### src/wtc_pkg.sv
// Package for the word token classifier: token and automaton codes, the
// reserved word table and the character class functions.
// No dependencies; every other source file imports it.
package wtc_pkg;

  // Token codes carried on the result channel.
  typedef enum logic [3:0] {
    TOK_WORD1       = 4'd0,
    TOK_WORD2       = 4'd1,
    TOK_PERIOD      = 4'd2,
    TOK_ERROR       = 4'd3,
    TOK_EOFM        = 4'd4,
    TOK_VERB        = 4'd5,
    TOK_VERBNEG     = 4'd6,
    TOK_VERBPAST    = 4'd7,
    TOK_VERBPASTNEG = 4'd8,
    TOK_IS          = 4'd9,
    TOK_WAS         = 4'd10,
    TOK_OBJECT      = 4'd11,
    TOK_SUBJECT     = 4'd12,
    TOK_DESTINATION = 4'd13,
    TOK_PRONOUN     = 4'd14,
    TOK_CONNECTOR   = 4'd15
  } token_t;

  // Syllable automaton states; DFA_ERR is sticky until the word ends.
  typedef enum logic [3:0] {
    DFA_S0  = 4'd0,
    DFA_S1  = 4'd1,
    DFA_S2  = 4'd2,
    DFA_S3  = 4'd3,
    DFA_S4  = 4'd4,
    DFA_S5  = 4'd5,
    DFA_S6  = 4'd6,
    DFA_S7  = 4'd7,
    DFA_ERR = 4'd8
  } dfa_state_t;

  // One character step handed to the scanner.
  typedef struct packed {
    logic       go;
    logic       last;
    logic [7:0] ch;
  } step_t;

  // Result produced by the scanner for the current step.
  typedef struct packed {
    token_t tok;
    logic   is_err;
  } result_t;

  localparam int NUM_KW  = 20;
  localparam int KW_MAXW = 12;
  localparam int KW_BITS = KW_MAXW * 8;

  localparam logic [3:0] LEN_MAX = 4'd15;

  // Reserved words, right justified: the last character sits in bits [7:0].
  localparam logic [KW_BITS-1:0] KW_TEXT [NUM_KW] = '{
    "masu", "masen", "mashita", "masendeshita", "desu", "deshita",
    "o", "wa", "ni", "watashi", "anata", "kare", "kanojo", "sore",
    "mata", "soshite", "shikashi", "dakara", "eofm", "EOFM"
  };

  localparam logic [3:0] KW_LEN [NUM_KW] = '{
    4'd4, 4'd5, 4'd7, 4'd12, 4'd4, 4'd7, 4'd1, 4'd2, 4'd2, 4'd7,
    4'd5, 4'd4, 4'd6, 4'd4, 4'd4, 4'd7, 4'd8, 4'd6, 4'd4, 4'd4
  };

  localparam token_t KW_TOK [NUM_KW] = '{
    TOK_VERB, TOK_VERBNEG, TOK_VERBPAST, TOK_VERBPASTNEG, TOK_IS, TOK_WAS,
    TOK_OBJECT, TOK_SUBJECT, TOK_DESTINATION, TOK_PRONOUN, TOK_PRONOUN,
    TOK_PRONOUN, TOK_PRONOUN, TOK_PRONOUN, TOK_CONNECTOR, TOK_CONNECTOR,
    TOK_CONNECTOR, TOK_CONNECTOR, TOK_EOFM, TOK_EOFM
  };

  localparam logic [7:0] CH_PERIOD = 8'h2E;
  localparam logic [7:0] CH_N_LO   = 8'h6E;
  localparam logic [7:0] CH_C_LO   = 8'h63;
  localparam logic [7:0] CH_S_LO   = 8'h73;
  localparam logic [7:0] CH_T_LO   = 8'h74;
  localparam logic [7:0] CH_H_LO   = 8'h68;
  localparam logic [7:0] CH_Y_LO   = 8'h79;
  localparam logic [7:0] CH_I_UP   = 8'h49;
  localparam logic [7:0] CH_E_UP   = 8'h45;

  function automatic logic is_vowel(logic [7:0] c);
    return c == "a" || c == "e" || c == "i" || c == "o" || c == "u" ||
           c == CH_E_UP || c == CH_I_UP;
  endfunction

  function automatic logic is_cons_start(logic [7:0] c);
    return c == "b" || c == "g" || c == CH_H_LO || c == "k" || c == "m" ||
           c == CH_N_LO || c == "p" || c == "r";
  endfunction

  function automatic logic is_cons_end(logic [7:0] c);
    return c == "d" || c == "w" || c == "z" || c == CH_Y_LO || c == "j";
  endfunction

  // True when reserved word k still matches with character c at position pos.
  function automatic logic kw_keep(int k, logic [3:0] pos, logic [7:0] c);
    logic [3:0]         len;
    logic [3:0]         sel;
    logic [KW_BITS-1:0] txt;
    len = KW_LEN[k];
    txt = KW_TEXT[k];
    sel = len - 4'd1 - pos;
    return (pos < len) && (txt[{sel, 3'b000} +: 8] == c);
  endfunction

endpackage

### src/word_token_classifier_unit.sv
// Top level of the word token classifier: input register, scanner and
// result register with valid/ready handshakes on both sides.
// Depends on wtc_pkg and wtc_scan.
//
// Usage: each input transaction carries one character of a word (in_ch)
// and in_word_end, set on the word's last character. Characters produce no
// result; the last character of each word produces exactly one result
// transaction with the token code (out_token_type) and out_is_error.
// The result of a word passes from the input register through the scanner
// into the result register once that register is free, and is offered on out_valid.
// Throughput: one character per cycle, sustained, as long as results are
// taken when offered. The scanner updates its per-word state from the input
// register as each character moves on, so words may follow back to back.
// Stall: while a result waits in the output register, characters keep
// flowing; only a second last-of-word character stops in the input register
// and drops in_ready until the waiting result is taken.
// Reset: rst_n low for one clock empties both registers and returns all
// per-word state to the start of a word.
module word_token_classifier_unit
  import wtc_pkg::*;
(
  input  logic       clk,
  input  logic       rst_n,
  input  logic       in_valid,
  output logic       in_ready,
  input  logic [7:0] in_ch,
  input  logic       in_word_end,
  output logic       out_valid,
  input  logic       out_ready,
  output logic [3:0] out_token_type,
  output logic       out_is_error
);

  logic       s1_vld_r;
  logic       s1_vld_nxt;
  logic [7:0] s1_ch_r;
  logic       s1_end_r;
  logic       out_vld_r;
  logic       out_vld_nxt;
  token_t     out_tok_r;
  logic       out_err_r;
  logic       in_fire;
  logic       out_free;
  logic       s1_go;
  step_t      step;
  result_t    result;

  // Handshake: a staged character moves on unless it ends a word and the
  // output register is still occupied.
  assign out_free = !out_vld_r || out_ready;
  assign s1_go    = s1_vld_r && (!s1_end_r || out_free);
  assign in_ready = !s1_vld_r || s1_go;
  assign in_fire  = in_valid && in_ready;

  always_comb begin
    s1_vld_nxt = s1_vld_r;
    if (in_fire) begin
      s1_vld_nxt = 1'b1;
    end else if (s1_go) begin
      s1_vld_nxt = 1'b0;
    end
  end

  always_comb begin
    out_vld_nxt = out_vld_r;
    if (s1_go && s1_end_r) begin
      out_vld_nxt = 1'b1;
    end else if (out_ready) begin
      out_vld_nxt = 1'b0;
    end
  end

  assign step.go   = s1_go;
  assign step.last = s1_end_r;
  assign step.ch   = s1_ch_r;

  wtc_scan u_scan (
    .clk    (clk),
    .rst_n  (rst_n),
    .step   (step),
    .result (result)
  );

  // Control registers.
  always_ff @(posedge clk) begin
    if (!rst_n) begin
      s1_vld_r  <= 1'b0;
      out_vld_r <= 1'b0;
    end else begin
      s1_vld_r  <= s1_vld_nxt;
      out_vld_r <= out_vld_nxt;
    end
  end

  // Payload registers.
  always_ff @(posedge clk) begin
    if (in_fire) begin
      s1_ch_r  <= in_ch;
      s1_end_r <= in_word_end;
    end
    if (s1_go && s1_end_r) begin
      out_tok_r <= result.tok;
      out_err_r <= result.is_err;
    end
  end

  assign out_valid      = out_vld_r;
  assign out_token_type = out_tok_r;
  assign out_is_error   = out_err_r;

endmodule

### src/wtc_dfa.sv
// Syllable automaton of the word token classifier: state register,
// next-state logic and the accepting-state flag.
// Depends on wtc_pkg.
module wtc_dfa
  import wtc_pkg::*;
(
  input  logic  clk,
  input  logic  rst_n,
  input  step_t step,
  output logic  accept
);

  dfa_state_t state_r;
  dfa_state_t state_upd;
  dfa_state_t state_nxt;
  logic [7:0] c;

  assign c = step.ch;

  // Transition for the incoming character.
  always_comb begin
    state_upd = DFA_ERR;
    unique case (state_r)
      DFA_S0: begin
        priority if (is_cons_start(c)) state_upd = DFA_S6;
        else if (is_cons_end(c))       state_upd = DFA_S5;
        else if (c == CH_S_LO)         state_upd = DFA_S4;
        else if (c == CH_T_LO)         state_upd = DFA_S2;
        else if (is_vowel(c))          state_upd = DFA_S1;
        else                           state_upd = DFA_ERR;
      end
      DFA_S1: begin
        priority if (is_vowel(c))      state_upd = DFA_S1;
        else if (c == CH_N_LO)         state_upd = DFA_S3;
        else if (is_cons_end(c))       state_upd = DFA_S5;
        else if (is_cons_start(c))     state_upd = DFA_S6;
        else if (c == CH_S_LO)         state_upd = DFA_S4;
        else if (c == CH_T_LO)         state_upd = DFA_S2;
        else                           state_upd = DFA_ERR;
      end
      DFA_S2: begin
        priority if (is_vowel(c))      state_upd = DFA_S1;
        else if (c == CH_S_LO)         state_upd = DFA_S5;
        else                           state_upd = DFA_ERR;
      end
      DFA_S3: begin
        priority if (is_vowel(c))      state_upd = DFA_S1;
        else if (c == CH_T_LO)         state_upd = DFA_S2;
        else if (c == CH_S_LO)         state_upd = DFA_S4;
        else if (c == CH_C_LO)         state_upd = DFA_S7;
        else if (is_cons_start(c))     state_upd = DFA_S6;
        else if (is_cons_end(c))       state_upd = DFA_S5;
        else                           state_upd = DFA_ERR;
      end
      DFA_S4: begin
        priority if (is_vowel(c))      state_upd = DFA_S1;
        else if (c == CH_H_LO)         state_upd = DFA_S5;
        else                           state_upd = DFA_ERR;
      end
      DFA_S5: begin
        if (is_vowel(c)) state_upd = DFA_S1;
        else             state_upd = DFA_ERR;
      end
      DFA_S6: begin
        priority if (is_vowel(c))      state_upd = DFA_S1;
        else if (c == CH_Y_LO)         state_upd = DFA_S5;
        else                           state_upd = DFA_ERR;
      end
      DFA_S7: begin
        if (c == CH_H_LO) state_upd = DFA_S5;
        else              state_upd = DFA_ERR;
      end
      default: state_upd = DFA_ERR;
    endcase
  end

  // Advance on each step; the word's last character returns to the start.
  always_comb begin
    state_nxt = state_r;
    if (step.go) begin
      state_nxt = step.last ? DFA_S0 : state_upd;
    end
  end

  // The word is well formed when it ends in one of the accepting states.
  always_comb begin
    accept = (state_upd == DFA_S0) || (state_upd == DFA_S1) ||
             (state_upd == DFA_S3);
  end

  always_ff @(posedge clk) begin
    if (!rst_n) begin
      state_r <= DFA_S0;
    end else begin
      state_r <= state_nxt;
    end
  end

endmodule

### src/wtc_scan.sv
// Per-word scanner: keyword candidate mask, length count, period check,
// last two characters and the token decision for a word's last character.
// Depends on wtc_pkg and wtc_dfa.
module wtc_scan
  import wtc_pkg::*;
(
  input  logic    clk,
  input  logic    rst_n,
  input  step_t   step,
  output result_t result
);

  logic [NUM_KW-1:0] hits_r;
  logic [NUM_KW-1:0] hits_nxt;
  logic [NUM_KW-1:0] hits_upd;
  logic [3:0]        len_r;
  logic [3:0]        len_nxt;
  logic [3:0]        len_upd;
  logic              period_r;
  logic              period_nxt;
  logic              period_upd;
  logic [7:0]        last_r;
  logic [7:0]        last_nxt;
  logic              accept;
  logic              eofm_hit;
  logic              kw_hit;
  token_t            kw_tok;
  token_t            tok;

  wtc_dfa u_dfa (
    .clk    (clk),
    .rst_n  (rst_n),
    .step   (step),
    .accept (accept)
  );

  // Candidate mask, length and period check after this character.
  always_comb begin
    for (int k = 0; k < NUM_KW; k++) begin
      hits_upd[k] = hits_r[k] && kw_keep(k, len_r, step.ch);
    end
    len_upd    = (len_r < LEN_MAX) ? len_r + 4'd1 : LEN_MAX;
    period_upd = period_r && (len_r == 4'd0) && (step.ch == CH_PERIOD);
  end

  // Per-word state returns to reset after the word's last character.
  always_comb begin
    hits_nxt   = hits_r;
    len_nxt    = len_r;
    period_nxt = period_r;
    last_nxt   = last_r;
    if (step.go) begin
      if (step.last) begin
        hits_nxt   = '1;
        len_nxt    = 4'd0;
        period_nxt = 1'b1;
        last_nxt   = 8'd0;
      end else begin
        hits_nxt   = hits_upd;
        len_nxt    = len_upd;
        period_nxt = period_upd;
        last_nxt   = step.ch;
      end
    end
  end

  // Reserved word lookup on the full-length candidates.
  always_comb begin
    eofm_hit = 1'b0;
    kw_hit   = 1'b0;
    kw_tok   = TOK_WORD1;
    for (int k = 0; k < NUM_KW; k++) begin
      if (hits_upd[k] && (KW_LEN[k] == len_upd)) begin
        if (KW_TOK[k] == TOK_EOFM) begin
          eofm_hit = 1'b1;
        end else begin
          kw_hit = 1'b1;
          kw_tok = KW_TOK[k];
        end
      end
    end
  end

  // Token decision: end marker, period, then the automaton, reserved words and word ending.
  always_comb begin
    priority if (eofm_hit) begin
      tok = TOK_EOFM;
    end else if (period_upd) begin
      tok = TOK_PERIOD;
    end else if (!accept) begin
      tok = TOK_ERROR;
    end else if (kw_hit) begin
      tok = kw_tok;
    end else if (step.ch == CH_I_UP || step.ch == CH_E_UP) begin
      tok = TOK_WORD2;
    end else if (is_vowel(step.ch) || (is_vowel(last_r) && step.ch == CH_N_LO)) begin
      tok = TOK_WORD1;
    end else begin
      tok = TOK_ERROR;
    end
  end

  assign result.tok    = tok;
  assign result.is_err = (tok == TOK_ERROR);

  always_ff @(posedge clk) begin
    if (!rst_n) begin
      hits_r   <= '1;
      len_r    <= 4'd0;
      period_r <= 1'b1;
      last_r   <= 8'd0;
    end else begin
      hits_r   <= hits_nxt;
      len_r    <= len_nxt;
      period_r <= period_nxt;
      last_r   <= last_nxt;
    end
  end

endmodule

### config.mk
export PLATFORM = sky130hd
export DESIGN_NAME = word_token_classifier_unit
export DESIGN_NICKNAME = d
export VERILOG_FILES = /design/src/wtc_pkg.sv /design/src/word_token_classifier_unit.sv /design/src/wtc_dfa.sv /design/src/wtc_scan.sv
export SDC_FILE = /design/constraint.sdc
export NUM_CORES = 1
export LEC_CHECK = 0
export BUFFER_PORTS_ARGS = -buffer_cell sky130_fd_sc_hd__buf_4
export CORE_MARGIN = 1.5
export CORE_UTILIZATION = 58
export DETAILED_ROUTE_END_ITERATION = 12
export GPL_TIMING_DRIVEN = 0
export PLACE_DENSITY = 0.85
export SYNTH_ARGS = -nofsm -noshare
export SYNTH_HDL_FRONTEND = slang
export SYNTH_HIERARCHICAL = 1
export SYNTH_SLANG_ARGS = --single-unit
### constraint.sdc
create_clock -name clk -period 4.25 [get_ports clk]
set_clock_uncertainty 0.15 [all_clocks]
set_input_delay 0.2125 -clock clk [delete_from_list [all_inputs] [get_ports clk]]
set_output_delay 0.2125 -clock clk [all_outputs]
set_load 0.05 [all_outputs]
After elaboration in Yosys (flattened, before gate mapping)
Cells that the tools add are included.
{"block": "word_totals", "latch_bits": 0, "ramBits": 0, "input_bits": 13, "memories": 0, "wordCells": 300, "rom_bits": 0, "reg_bits": 53, "output_inout_bits": 7}
{"block": "classes", "n_reduce_logical": 104, "shifts": 20, "add_sub_neg": 9, "div": 0, "n_mul": 0, "n_eq_ne": 69, "bitwise_logic": 0, "mux": 78, "magnitude_cmp": 9}
{"cell": "$shiftx 96x8->8 const A", "count": 20}
{"cell": "$eq 8x7->1 const B", "count": 30}
{"cell": "$mux 4", "count": 46}
{"cell": "$eq 8x8->1", "count": 20}
{"cell": "$logic_and 1x1->1", "count": 66}
{"cell": "$pmux 4 s8", "count": 1}
{"cell": "$logic_or 1x1->1", "count": 30}
{"cell": "$mux 1", "count": 25}
{"cell": "$mux 20", "count": 1}
{"cell": "$eq 3x4->1 const A", "count": 4}
{"cell": "$eq 4x2->1 const B", "count": 4}
{"cell": "$eq 4x3->1 const B", "count": 4}
{"cell": "$lt 4x3->1 const B", "count": 4}
{"cell": "$sub 3x4->4 const A", "count": 4}
{"cell": "$logic_not 4->1", "count": 3}
{"cell": "$lt 4x4->1 const B", "count": 3}
{"cell": "$mux 3", "count": 3}
{"cell": "$eq 4x1->1 const B", "count": 2}
{"cell": "$eq 4x4->1 const A", "count": 2}
{"cell": "$eq 8x6->1 const B", "count": 1}
{"cell": "$mux 8", "count": 1}
{"cell": "$sub 1x4->4 const A", "count": 2}
{"cell": "$add 4x1->4 const B", "count": 1}
{"cell": "$eq 1x4->1 const A", "count": 1}
{"cell": "8 further kinds", "count": 11}

Logic depth before layout (Yosys ltp)
{"block": "logic_depth", "ltp_word": 29, "depth_mapped": 15, "depth_no_buf": 13}

Cells and area by module
Netlist, hierarchy kept.
{"module": "wtc_scan", "area_each_um2": 4424.2, "instances": 1, "seq_area_each_um2": 660.6, "cells_each": 617}
{"module": "wtc_dfa", "area_each_um2": 884.6, "instances": 1, "seq_area_each_um2": 80.1, "cells_each": 127}
{"module": "word_token_classifier_unit", "area_each_um2": 538.0, "instances": 1, "seq_area_each_um2": 460.4, "cells_each": 26}

Worst setup path before layout
Ideal clock, no wire load.
{"block": "synth_path", "kind": "register to register", "start": "register u_scan.len_r[1]", "end": "register out_err_r (netlist: out_is_error), data pin", "period_less_slack_ns": 4.026, "setup_ns": 0.255, "setup_slack_ns": 0.224, "path_stages_with_launch": 15, "arrival_time_ns": 3.621, "t_required_ns": 3.845, "cell_sequence": "dfxtp_1 clkbuf_1 inv_1 ha_1 clkbuf_1 inv_1 ha_1 nor2b_1 or4_1 a2111oi_0 nand3_1 nand4_1 o31ai_1 o31a_1 nor3b_2"}
{"element": "start, declared", "line": "wtc_scan.sv:16", "text": "logic [3:0] len_r;"}
{"element": "start signal, assigned", "line": "wtc_scan.sv:114", "text": "len_r <= len_nxt;"}
{"element": "end signal, assigned", "line": "word_token_classifier_unit.sv:103", "text": "out_err_r <= result.is_err;"}
{"element": "end, declared", "line": "word_token_classifier_unit.sv:41", "text": "logic out_err_r;"}

==> flow_summary.json <==
{
  "synth_xor_area_share_pct": 5.78,
  "clkSinkCount": 53,
  "min_path_cells": 2,
  "synth_edf_count": 14,
  "worst_path_largest_cell_delay_ns": 0.80,
  "leakage_nw": 2.45,
  "syn_nets": 806,
  "viasPerCell": 7.16,
  "core_area_um2": 9770,
  "gr-total-overflow": 0,
  "synth_cells": 770,
  "synth-warning-count": 6,
  "final_nets": 850,
  "ys_seq_area_share_pct": 20.5,
  "diodes": 0,
  "grt_max_degree": 20,
  "worstPathCellList": "buf_4 -> clkinvlp_4 -> buf_4 -> ha_1 -> a21o_2 -> nor3_1 -> nand3_2 -> or4_2 -> nand2b_1 -> a222oi_1 -> o21ai_0 -> a21oi_1",
  "post-dp-hpwl_um": 16600,
  "synthToLayoutAreaGrowth_pct": 12.0,
  "start_util_pct": 59.8,
  "synth-simple-area-share_pct": 33.0,
  "ys_async_sr_fraction_pct": 0,
  "yosysTopAreaCell": "dfxtp_1",
  "worstPathRequired_ns": 4.28,
  "cts_tree": "yes",
  "fin_area_um2": 6550,
  "synthMuxAreaShare_pct": 1.43,
  "synthFlopType": "dfxtp_1",
  "drt_iter0_markers": 911,
  "grt_pass1_vias": 6311,
  "synth_area_per_cell_um2": 7.59,
  "synth_area_leaders": "dfxtp_1, edfxtp_1, ha_1",
  "path_class": "register to register",
  "wirelength_um": 23000,
  "cts_made_buffers": 5,
  "path_clk_slew_ns": 0.12,
  "critPathMaxFanout": 10,
  "cp_slowest_cell": "or4_2",
  "clk_latency_ns": 0.34,
  "period_share_pct": 98.8,
  "synth_top_cell_area_share_pct": 13.4,
  "worst_path_most_repeated_cell": "buf_4",
  "die_y_um": 103,
  "ff2ff_path_depth": 12,
  "worstSetupEndpointType": "register",
  "slew-limit-headroom_pct": 19.0,
  "die_area_um2": 10700,
  "synth_top_family_by_area": "simple AND/OR/NAND/NOR gates",
  "ys_types": 98,
  "critPathArrivalTime_ns": 4.23,
  "yosys_register_bits": 53,
  "cts_buffer_depth": 2,
  "firstDrtPassIters": 6,
  "start_kind": "register",
  "fill_cells": 868,
  "maxCapViolCount": 0,
  "hold_viol_final": 0,
  "layout-drive-gt1-share_pct": 16.2,
  "worstMarginPinSlew_ns": 1.20,
  "dpl-instance-area_um2": 6160,
  "fin_crit_ns": 4.20,
  "placementRows": 36,
  "p_per_area_nw_per_um2": 194,
  "wl_per_cell_um": 24.2,
  "status": "finished clean",
  "grt_pass1_wl_um": 35100,
  "irDropWorstVdd_v": 0.000199,
  "hp-class": "input port to register",
  "die_w_um": 103,
  "slew_viol_final": 0,
  "fmax_mhz": 238,
  "syn-cell-area_um2": 5850,
  "ios": 20,
  "place_congestion": 1.08,
  "setup_viol": 0,
  "drc_errors": 0,
  "globalRouteTotalUtil_pct": 44.1,
  "portBuffers": 19,
  "grt_antenna_before_repair": 0,
  "ant_nets": 0,
  "vias": 6791,
  "post-route-util_pct": 67.0,
  "synth_compound_area_share_pct": 26.7,
  "htree_levels": 2,
  "cts-root-buf": "clkbuf_8",
  "synthAdderAreaFrac_pct": 4.92
}
## flip-flops by register name, indices dropped and copies added (netlist names), 4 cells and up
name and cells:
u_scan/last_r 8, u_scan/u_dfa/state_r 4, u_scan/len_r 4, u_scan/hits_r 20, out_token_type 4, s1_ch_r 8
## stage by stage
stage          hold slack, ns  cells  power (mW)  TNS (ns)  setup slack [ns]
5_1_grt                0.0235    948        1.31   -0.0426           -0.0406
2_1_floorplan           0.161    770       0.801         0             0.224
3_3_place_gp            0.240    922       0.898     -2.87            -0.734
3_5_place_dp            0.243    922       0.906     -3.38            -0.825
4_1_cts                0.0128    950        1.24         0            0.0228
6_report               0.0105    948        1.27         0            0.0503
## worst max-delay path: cells and delay by family, from the launching register on
kind | cells | cell delay [ns]
adder cells (fa/ha/maj) | 1 | 0.30
flip-flops | 1 | 0.46
AND/OR/NAND/NOR | 4 | 1.56
AO/OA/AOI/OAI | 4 | 0.91
buffers and inverters | 3 | 0.66
## layout make-up
class                   instances  area (um^2)  area share [%]
inverters                      30          128            1.95
repair buffers                 40          328            5.00
clock inverters                 3         28.8           0.439
multi-input cells             626         4280            65.4
well taps                     133          166            2.54
plain buffers                  58          339            5.18
clock buffers                   5         68.8            1.05
flip-flops and latches         53         1210            18.5
## cells in the final DEF, fill, tap and decap left out, types with 19 or more instances in the layout
| master | netlist | layout |
|---|---|---|
| nor3_1 | 31 | 31 |
| o21ai_0 | 41 | 40 |
| a21oi_1 | 39 | 39 |
| clkbuf_1 | 29 | 22 |
| nor2_1 | 54 | 53 |
| buf_4 | 0 | 30 |
| nand3_1 | 24 | 23 |
| nand2b_1 | 19 | 19 |
| dfxtp_1 | 39 | 36 |
| inv_1 | 28 | 23 |
| nor2b_1 | 33 | 33 |
| xnor2_1 | 30 | 30 |
| nand2_1 | 61 | 60 |
## logic make-up after synthesis
family,Yosys count
flops,53
simple gates,337
fa+ha+maj,23
compound gates,222
buf+inv,91
mux,7
xor+xnor,37
## synthesized netlist by cell type, types with 8 or more instances
cell and n:
a211oi_1 19, a21oi_1 39, buf_1 8, buf_2 15
clkbuf_1 29, dfxtp_1 39, edfxtp_1 14, ha_1 23
inv_1 28, nand2_1 61, nand2b_1 19, nand3_1 24
nand3b_1 8, nand4_1 9, nor2_1 54, nor2b_1 33
nor3_1 31, nor4_1 18, o21a_1 10, o21ai_0 41
o22ai_1 13, xnor2_1 30
## what timing repair did
item / 4_1_cts / 5_1_grt
hold endpoints to repair: 11 / 0
gates resized for setup: 20 / 22
hold buffers: 11 / 0
pin swaps: 0 / 1
gates cloned: 0 / 0
setup buffers: 10 / 0
endpoints found under the setup margin: 8 / 5
## routing by layer
| layer | vias to the layer above | global-route usage (%) | wire [um] |
|---|---|---|---|
| li1 | 2957 | - | - |
| met1 | 3161 | 59.6 | 8920 |
| met2 | 539 | 63.6 | 9520 |
| met3 | 134 | 10.9 | 3070 |
| met4 | 0 | 26.2 | 1440 |
| met5 | - | 0 | 0 |
## final timing paths
check                                                     from                              endpoint  slack (ns)
worst max-delay path              u_scan/len_r[2]$_SDFFE_PN0P_           out_token_type[0]$_DFFE_PP_        0.05
worst min-delay path                                     rst_n  u_scan/u_dfa/state_r[0]$_SDFFE_PN0P_        0.01
worst min register to register  u_scan/hits_r[18]$_SDFFE_PN1P_        u_scan/hits_r[18]$_SDFFE_PN1P_        0.31
worst max register to register    u_scan/len_r[2]$_SDFFE_PN0P_           out_token_type[0]$_DFFE_PP_        0.05
## power breakdown
part / leakage [nW] / internal (mW) / switching [mW]
Clock: 0.0511 / 0.125 / 0.210
Combinational: 1.94 / 0.135 / 0.236
Sequential: 0.454 / 0.538 / 0.0239
(Power assumes the default switching activity.)
